**config.mk**
```make
export PLATFORM = sky130hd
export DESIGN_NAME = jgrr_queue
export DESIGN_NICKNAME = d
export VERILOG_FILES = /design/src/hdl/jgrr_pkg.sv /design/src/hdl/jgrr_queue.sv
export SDC_FILE = /design/constraint.sdc
export NUM_CORES = 1
export LEC_CHECK = 0
export BUFFER_PORTS_ARGS = -buffer_cell sky130_fd_sc_hd__buf_2
export CAP_MARGIN = 20
export CORE_ASPECT_RATIO = 1.2
export CORE_UTILIZATION = 56
export DETAILED_ROUTE_END_ITERATION = 10
export GPL_TIMING_DRIVEN = 1
export PLACE_DENSITY = 0.95
export SLEW_MARGIN = 10
export SYNTH_ARGS = -nofsm -noshare
export SYNTH_HDL_FRONTEND = slang
export SYNTH_SLANG_ARGS = --single-unit
```
**constraint.sdc**
```tcl
create_clock -name clk -period 20.9 [get_ports clk]
set_input_delay 2.09 -clock clk [delete_from_list [all_inputs] [get_ports clk]]
set_output_delay 2.09 -clock clk [all_outputs]
set_load 0.02 [all_outputs]
```
**src/hdl/jgrr_pkg.sv**
```systemverilog
package jgrr_pkg;

  localparam int MAX_JOINTS_DEF = 32;
  localparam int ROW_LIMIT      = 32;
  localparam int QUEUE_DEPTH    = 2;

  localparam int JOINT_W   = 5;
  localparam int VALUE_W   = 32;
  localparam int GAIN_W    = 31;
  localparam int ELAPSED_W = 20;
  localparam int COUNT_W   = 6;
  localparam int TIME_W    = 27;
  localparam int RATIO_W   = 17;
  localparam int PROD_W    = GAIN_W + RATIO_W;
  localparam int FRAC_W    = 16;

  localparam int IN_DATA_W  = 128;
  localparam int OUT_DATA_W = 104;
  localparam int KIND_W     = 2;
  localparam int CFG_IDX_W  = 1;
  localparam int CFG_DATA_W = TIME_W;

  localparam logic [RATIO_W-1:0] RATIO_ONE = RATIO_W'(1 << FRAC_W);

  localparam logic [CFG_IDX_W-1:0] CFG_JOINT_COUNT  = 1'b0;
  localparam logic [CFG_IDX_W-1:0] CFG_RELEASE_TIME = 1'b1;

  localparam logic [COUNT_W-1:0] JOINT_COUNT_RST  = 6'd32;
  localparam logic [TIME_W-1:0]  RELEASE_TIME_RST = 27'd1000000;

  localparam logic [1:0] SRC_POLICY = 2'd0;
  localparam logic [1:0] SRC_SAFETY = 2'd1;

  typedef enum logic [KIND_W-1:0] {
    KIND_LOAD  = 2'd0,
    KIND_ENTER = 2'd1,
    KIND_TICK  = 2'd2
  } kind_t;

  typedef enum logic [1:0] {
    B_IDLE,
    B_DIV,
    B_ROWS
  } back_state_t;

  // One decoded item as it waits between front and back.
  typedef struct packed {
    kind_t                  kind;
    logic [JOINT_W-1:0]     joint;
    logic [VALUE_W-1:0]     pos;
    logic [VALUE_W-1:0]     kp;
    logic [VALUE_W-1:0]     kd;
    logic                   ok;
    logic                   arm;
    logic [ELAPSED_W-1:0]   elapsed;
  } cmd_t;

  typedef struct packed {
    logic valid;
    logic full;
  } queue_status_t;

  typedef struct packed {
    logic [JOINT_W-1:0] joint;
    logic               last;
    logic               en;
    logic               fin;
    logic               tgt;
    logic [RATIO_W-1:0] ratio;
  } row_meta_t;

endpackage

```
**src/hdl/jgrr_queue.sv**
```systemverilog
module jgrr_queue (
  input  logic                    clk,
  input  logic                    rst_n,
  input  logic                    push,
  input  jgrr_pkg::cmd_t          push_cmd,
  input  logic                    pop,
  output jgrr_pkg::cmd_t          head_cmd,
  output jgrr_pkg::queue_status_t status
);

  localparam int Depth = jgrr_pkg::QUEUE_DEPTH;
  localparam int PtrW  = (Depth > 1) ? $clog2(Depth) : 1;
  localparam int CntW  = $clog2(Depth + 1);

  jgrr_pkg::cmd_t    slot_r [Depth];
  logic [PtrW-1:0]   wr_ptr_r, wr_ptr_nxt;
  logic [PtrW-1:0]   rd_ptr_r, rd_ptr_nxt;
  logic [CntW-1:0]   count_r, count_nxt;

  function automatic logic [PtrW-1:0] ptr_inc(input logic [PtrW-1:0] p);
    ptr_inc = (int'(p) == Depth - 1) ? '0 : p + PtrW'(1);
  endfunction

  always_comb begin
    wr_ptr_nxt = push ? ptr_inc(wr_ptr_r) : wr_ptr_r;
    rd_ptr_nxt = pop ? ptr_inc(rd_ptr_r) : rd_ptr_r;
    count_nxt  = count_r + CntW'(push) - CntW'(pop);
  end

  always_ff @(posedge clk) begin
    if (!rst_n) begin
      wr_ptr_r <= '0;
      rd_ptr_r <= '0;
      count_r  <= '0;
    end else begin
      wr_ptr_r <= wr_ptr_nxt;
      rd_ptr_r <= rd_ptr_nxt;
      count_r  <= count_nxt;
    end
  end

  always_ff @(posedge clk) begin
    if (push) begin
      slot_r[wr_ptr_r] <= push_cmd;
    end
  end

  assign head_cmd     = slot_r[rd_ptr_r];
  assign status.valid = (count_r != '0);
  assign status.full  = (int'(count_r) == Depth);

endmodule

```
==> summary.md, run 1 <==
| Metric | Value |
|---|---|
| Crit path DAT | `2.99 ns` |
| Drt drc | `0` |
| Syn_area_per_cell | `23.0 um^2` |
| Initial Utilization | `57.8%` |
| Max Clk Rate | `0.197 GHz` |
| Die W | `121 um` |
| Worst Path Max Fanout | `66` |
| Max-slew headroom | `28.4%` |
| First-pass GRT wire length | `26.3 mm` |
| Worst Path Required | `18.81 ns` |
| Setup WS post-layout | `15.82 ns` |
| Clock Path Buffers | `3` |
| Yosys reg bits | `255` |
| Hold WS | `0.588 ns` |
| Yosys top cell by area | `edfxtp_1` |
| Tmin final | `5.08 ns` |
| Clock Latency Late Sink | `0.50 ns` |
| CP endpoint kind | `output pin` |
| Nets@finish | `812` |
| Synthesis-to-layout area growth | `23.0%` |
| Overall Power | `1.13 mW` |
| Wire length on met2 | `9.74 mm` |
| Synth cell types | `14` |
| Vias in the first global route | `5088` |
| Antenna-violating nets left | `0` |
| Core area | `16300 um^2` |
| Status | `finished clean` |
| Wl on met1 | `6.35 mm` |
| Post-CTS setup buffer count | `0` |
| Pre-CTS WS | `16.30 ns` |
| Final GP Congestion | `0.758` |
| Max Clock Skew | `0.0149 ns` |
| Largest net degree at the start of global routing | `74` |
| Worst r2r dst | `slot_r[1][50]` |
| CTS Hold Bufs | `0` |
| Clock sinks | `255` |
| Mapped Area | `9440 um^2` |
| Dpl hpwl | `12.4 mm` |
| Final setup vio count | `0` |
| CTS buffer count | `24` |
| Non-filler cells, final | `909` |
| R2R cell count | `2` |
| Top cell type's share of synthesized area | `79.5%` |
| Design Area, Final | `11600 um^2` |
| Final period utilization | `24.3%` |
| Flop-to-flop setup slack | `18.53 ns` |
| Max Cap Viol | `0` |
| CTS tree | `done` |
| Leak | `4.47 nW` |
| Root Driver | `clkbuf_16` |
| Post-cts resize count | `0` |
| Clk slew on worst S/H paths | `0.06 ns` |
| Top Ports | `256` |
| Placed insts | `867` |
| Hold Vio Cnt, Final | `0` |
| RSZ-0062 raised after global routing | `no` |
| Synth warnings | `0` |
| Grt ovf | `0` |
| # rows | `51` |
| Critical path type | `reg -> out` |
| Highest routed layer | `met5` |
| Initial antenna violation count | `3` |
| Detailed-route wire length per cell | `19.7 um` |
| VDD IR max | `80.2 uV` |
| Final Util | `71.1%` |
| Top post-synthesis cells by area | `edfxtp_1 (79%), mux2_2 (8.9%), mux2_4 (7.9%)` |
| Startpoint types | `flop` |
| Share of layout cells above drive strength 1 | `59.9%` |
| DR iter-0 viols | `274` |
| Pwr dens | `97.0 nW/um^2` |
| Die height | `144 um` |
| Synthesized instance count | `410` |
| Hold path cells | `2` |
| Setup TNS | `0 ns` |
| Slew @ Worst Pin | `1.07 ns` |
| Syn_nets | `541` |
| Fin. max-slew vios | `0` |
| HP Class | `reg -> reg` |
| Worst Hold Launch | `rd_ptr_r` |
| H-tree depth | `1` |
| Met3 routed WL | `1.35 mm` |
| Hold Crit Endpoint | `rd_ptr_r` |
| Post-Route WL | `17.9 mm` |
| Via-to-Cell Ratio | `5.27` |
| Die area | `17400 um^2` |
| PortBufs | `255` |
| Via count | `4788` |
| RR Startpoint | `wr_ptr_r` |
| Post-DP Area | `10900 um^2` |
| DRT Pass-1 Iters | `4` |
| Total GRT Usage | `20.1%` |
| Seq/Total Area, Yosys | `80.6%` |
## logic make-up (layout without fill, tap and decap cells)
family          after synthesis  in the layout  synth area share [%]
simple gates                  9              9                 0.596
xor+xnor                      2              2                 0.331
mux                         125            125                  16.9
compound gates                1              1                0.0795
fa+ha+maj                     2              2                 0.265
flops                       255            255                  80.6
other cells                   0              2                     0
buf+inv                      16            301                  1.29
## where the power goes
| group | switching (mW) | internal (mW) |
|---|---|---|
| logic | 0.0761 | 0.0611 |
| clock network | 0.167 | 0.217 |
| registers | 0.0125 | 0.592 |
## layout by cell type (no fill, tap or decap), types with 3 or more instances in the layout
master and instances:
buf_2 255, edfxtp_1 250, mux2_2 75, mux2_4 50
clkbuf_16 25, clkbuf_1 7, clkinv_1 5, dfxtp_1 4
buf_4 4, nor2b_1 3, and2_1 3
## final cells by class
cell class | count | area, um^2
Fill cell | 1029 | 4720
Inverter | 2 | 7.51
Sequential cell | 255 | 7610
Tap cell | 212 | 265
Multi-Input combinational cell | 139 | 1730
Clock inverter | 8 | 40.0
Timing Repair Buffer | 259 | 1310
Antenna cell | 2 | 5.00
Clock buffer | 32 | 652
## critical path, stage by stage (launching register included)
cell and delay (ns):
dfxtp_4 0.87, buf_4 0.88, mux2_2 0.43, buf_2 0.16
## cells in the mapped netlist
cell,number
xnor3_1,1
dfxtp_1,5
buf_6,7
o21a_1,1
mux2_2,75
mux2_4,50
xor2_1,1
nor2b_1,4
buf_2,7
or2_2,1
and2_1,4
inv_1,2
edfxtp_1,250
ha_1,2
## sequential cells by signal, indices dropped and copies added, names as in the netlist, named ones only
register / flops
slot_r: 250
count_r: 2
rd_ptr_r: 1
wr_ptr_r: 1
## layer usage
metal	track usage, %	up-vias
met4	7.86	2
met3	5.28	42
li1	-	2172
met5	0	-
met2	37.1	213
met1	21.9	2359
## how the worst max path moves through the flow
stage	slack (ns)	to	from
final	15.82	head_cmd[124]	flop
after global routing	15.65	head_cmd[124]	flop
after CTS	15.75	head_cmd[19]	flop
after detailed placement	16.30	head_cmd[19]	flop
after global placement	16.40	head_cmd[60]	flop
after floorplan	12.73	slot_r[0][0]	push
Note: power is estimated with default switching activity, not from simulation.
==> run 2: changes to the inputs <==
Settings changed: CORE_UTILIZATION 56 to 52, PLACE_DENSITY 0.95 to 0.9.
Clock period 20.9 ns to 4.7 ns, I/O delays scaled along.
==> summary.md, run 2 (synthesis results as in run 1) <==
| Metric | Value |
|---|---|
| Status | `complete, but fails checks` |
| Failing checks | `DRC` |
| Setup TNS | `0 ns (unchanged)` |
| Startpoint types | `flop` |
| Most common cell after layout, fill and taps aside | `buf_2` |
| DRT Pass-1 Iters | `7 (+3)` |
| Pwr dens | `433 nW/um^2 (+350%)` |
| Crit path DAT | `2.45 ns (-0.54 ns)` |
| Leak | `4.52 nW (+0.91%)` |
| Drt drc | `30 (+30)` |
| Via count | `4692 (-2.0%)` |
| Tmin final | `2.92 ns` |
| Slew @ Worst Pin | `0.754 ns (-0.320 ns)` |
| Final GP Congestion | `0.725 (-4.4%)` |
| Clock Latency Late Sink | `0.50 ns (about the same)` |
| Post-cts resize count | `0 (unchanged)` |
| Grt ovf | `0 (unchanged)` |
| Final Util | `66.4% (-4.7 points)` |
| HP Class | `in -> reg` |
| Post-CTS setup buffer count | `0 (unchanged)` |
| Post-Route WL | `17.4 mm (-2.9%)` |
| Final setup vio count | `0 (unchanged)` |
| Max Clock Skew | `0.00790 ns (-0.00695 ns)` |
| R2R cell count | `2 (unchanged)` |
| Share of layout cells above drive strength 1 | `60.1% (+0.23 points)` |
| Dpl hpwl | `11.8 mm (-4.4%)` |
| Fin. max-slew vios | `0 (unchanged)` |
| Die height | `150 um (+3.7%)` |
| Detailed-route wire length per cell | `18.9 um (-4.1%)` |
| Setup WS post-layout | `1.78 ns (-14.04 ns)` |
| CTS buffer count | `24 (unchanged)` |
| Worst Path Max Fanout | `73 (+11%)` |
| Hold path cells | `1 (-1)` |
| Initial Utilization | `53.5% (-4.3 points)` |
| Top Ports | `256 (unchanged)` |
| Initial antenna violation count | `3 (unchanged)` |
| CTS Hold Bufs | `0 (unchanged)` |
| DR iter-0 viols | `284 (+3.6%)` |
| Biggest regs | `slot_r: 250 flops, count_r: 2 flops` |
| Vias in the first global route | `5100 (+0.24%)` |
| CTS tree | `done` |
| Register bank with the most flops | `slot_r` |
| RSZ-0062 raised after global routing | `no` |
| Clock sinks | `255 (unchanged)` |
| Die area | `18700 um^2 (+7.6%)` |
| Clk slew on worst S/H paths | `0.06 ns (about the same)` |
| Max-slew headroom | `49.8% (+21 points)` |
| Via-to-Cell Ratio | `5.09 (-3.3%)` |
| CP endpoint kind | `output pin` |
| Hold Vio Cnt, Final | `0 (unchanged)` |
| H-tree depth | `1 (unchanged)` |
| Core area | `17600 um^2 (+8.0%)` |
| First-pass GRT wire length | `25.9 mm (-1.6%)` |
| PortBufs | `255 (unchanged)` |
| Die W | `125 um (+3.7%)` |
| Antenna-violating nets left | `0 (unchanged)` |
| Final period utilization | `62.0%` |
| Root Driver | `clkbuf_16` |
| Synthesis-to-layout area growth | `24.0%` |
| Max Cap Viol | `0 (unchanged)` |
| VDD IR max | `340 uV (+320%)` |
| Nets@finish | `814 (+0.25%)` |
| Largest net degree at the start of global routing | `74 (unchanged)` |
| # rows | `53 (+3.9%)` |
| Max Clk Rate | `0.343 GHz` |
| Pre-CTS WS | `2.20 ns (-14.10 ns)` |
| Critical path type | `reg -> out` |
| Worst Path Required | `4.23 ns (-14.58 ns)` |
| Flop-to-flop setup slack | `2.74 ns (-15.79 ns)` |
| Total GRT Usage | `18.1% (-1.9 points)` |
| Commonest non-fill, non-tap cells in the layout | `buf_2 (255), edfxtp_1 (250), mux2_2 (75)` |
| Clock Path Buffers | `3 (unchanged)` |
| Largest register FFs | `250 (unchanged)` |
run 2: stage by stage:
stage / cells / hold WS [ns] / instance area [um^2] / total power [mW]
detailed placement: 876 / 0.580 / 11000 / 3.35
global placement: 876 / 0.571 / 11000 / 3.32
global route: 921 / 0.128 / 11700 / 5.25
finish: 921 / 0.157 / 11700 / 5.08
floorplan: 410 / 0.555 / 9450 / 3.14
CTS: 918 / 0.129 / 11700 / 5.13
run 2: area by class of cell:
cell class                 count  area (um^2)
fill                        1172         5930
multi-input combinational    139         1730
inverter                       2         7.51
clock inverter                11         78.8
tap                          220          275
timing repair buffer         261         1360
clock buffer                  31          648
antenna                        2         5.00
sequential                   255         7610
run 2: power breakdown:
group	leakage, nW	total, mW	internal (mW)	switching (mW)
Combinational	1.78	0.620	0.276	0.344
Sequential	2.39	2.68	2.63	0.0504
Clock	0.351	1.77	1.02	0.751
Total	4.52	5.08	3.93	1.15
run 2: worst max-delay path, stage by stage, from the launching register on:
cell and delay, ns:
dfxtp_4 0.82, buf_12 0.43, mux2_2 0.40, buf_2 0.16
run 2: worst paths after layout:
| check | start | endpoint |
|---|---|---|
| worst min register to register | rd_ptr_r | flop |
| worst max-delay path | flop | head_cmd[29] |
| worst min-delay path | push_cmd[5] | slot_r[1][5] |
| worst max register to register | wr_ptr_r | slot_r[1][3] |
run 2: metal layers:
layer	global-route usage (%)	vias up	part of all wire, %
met1	19.9	2305	36
li1	-	2181	-
met4	5.85	2	1.7
met2	33.7	180	54
met3	5.33	24	8.0
met5	0	-	0.075
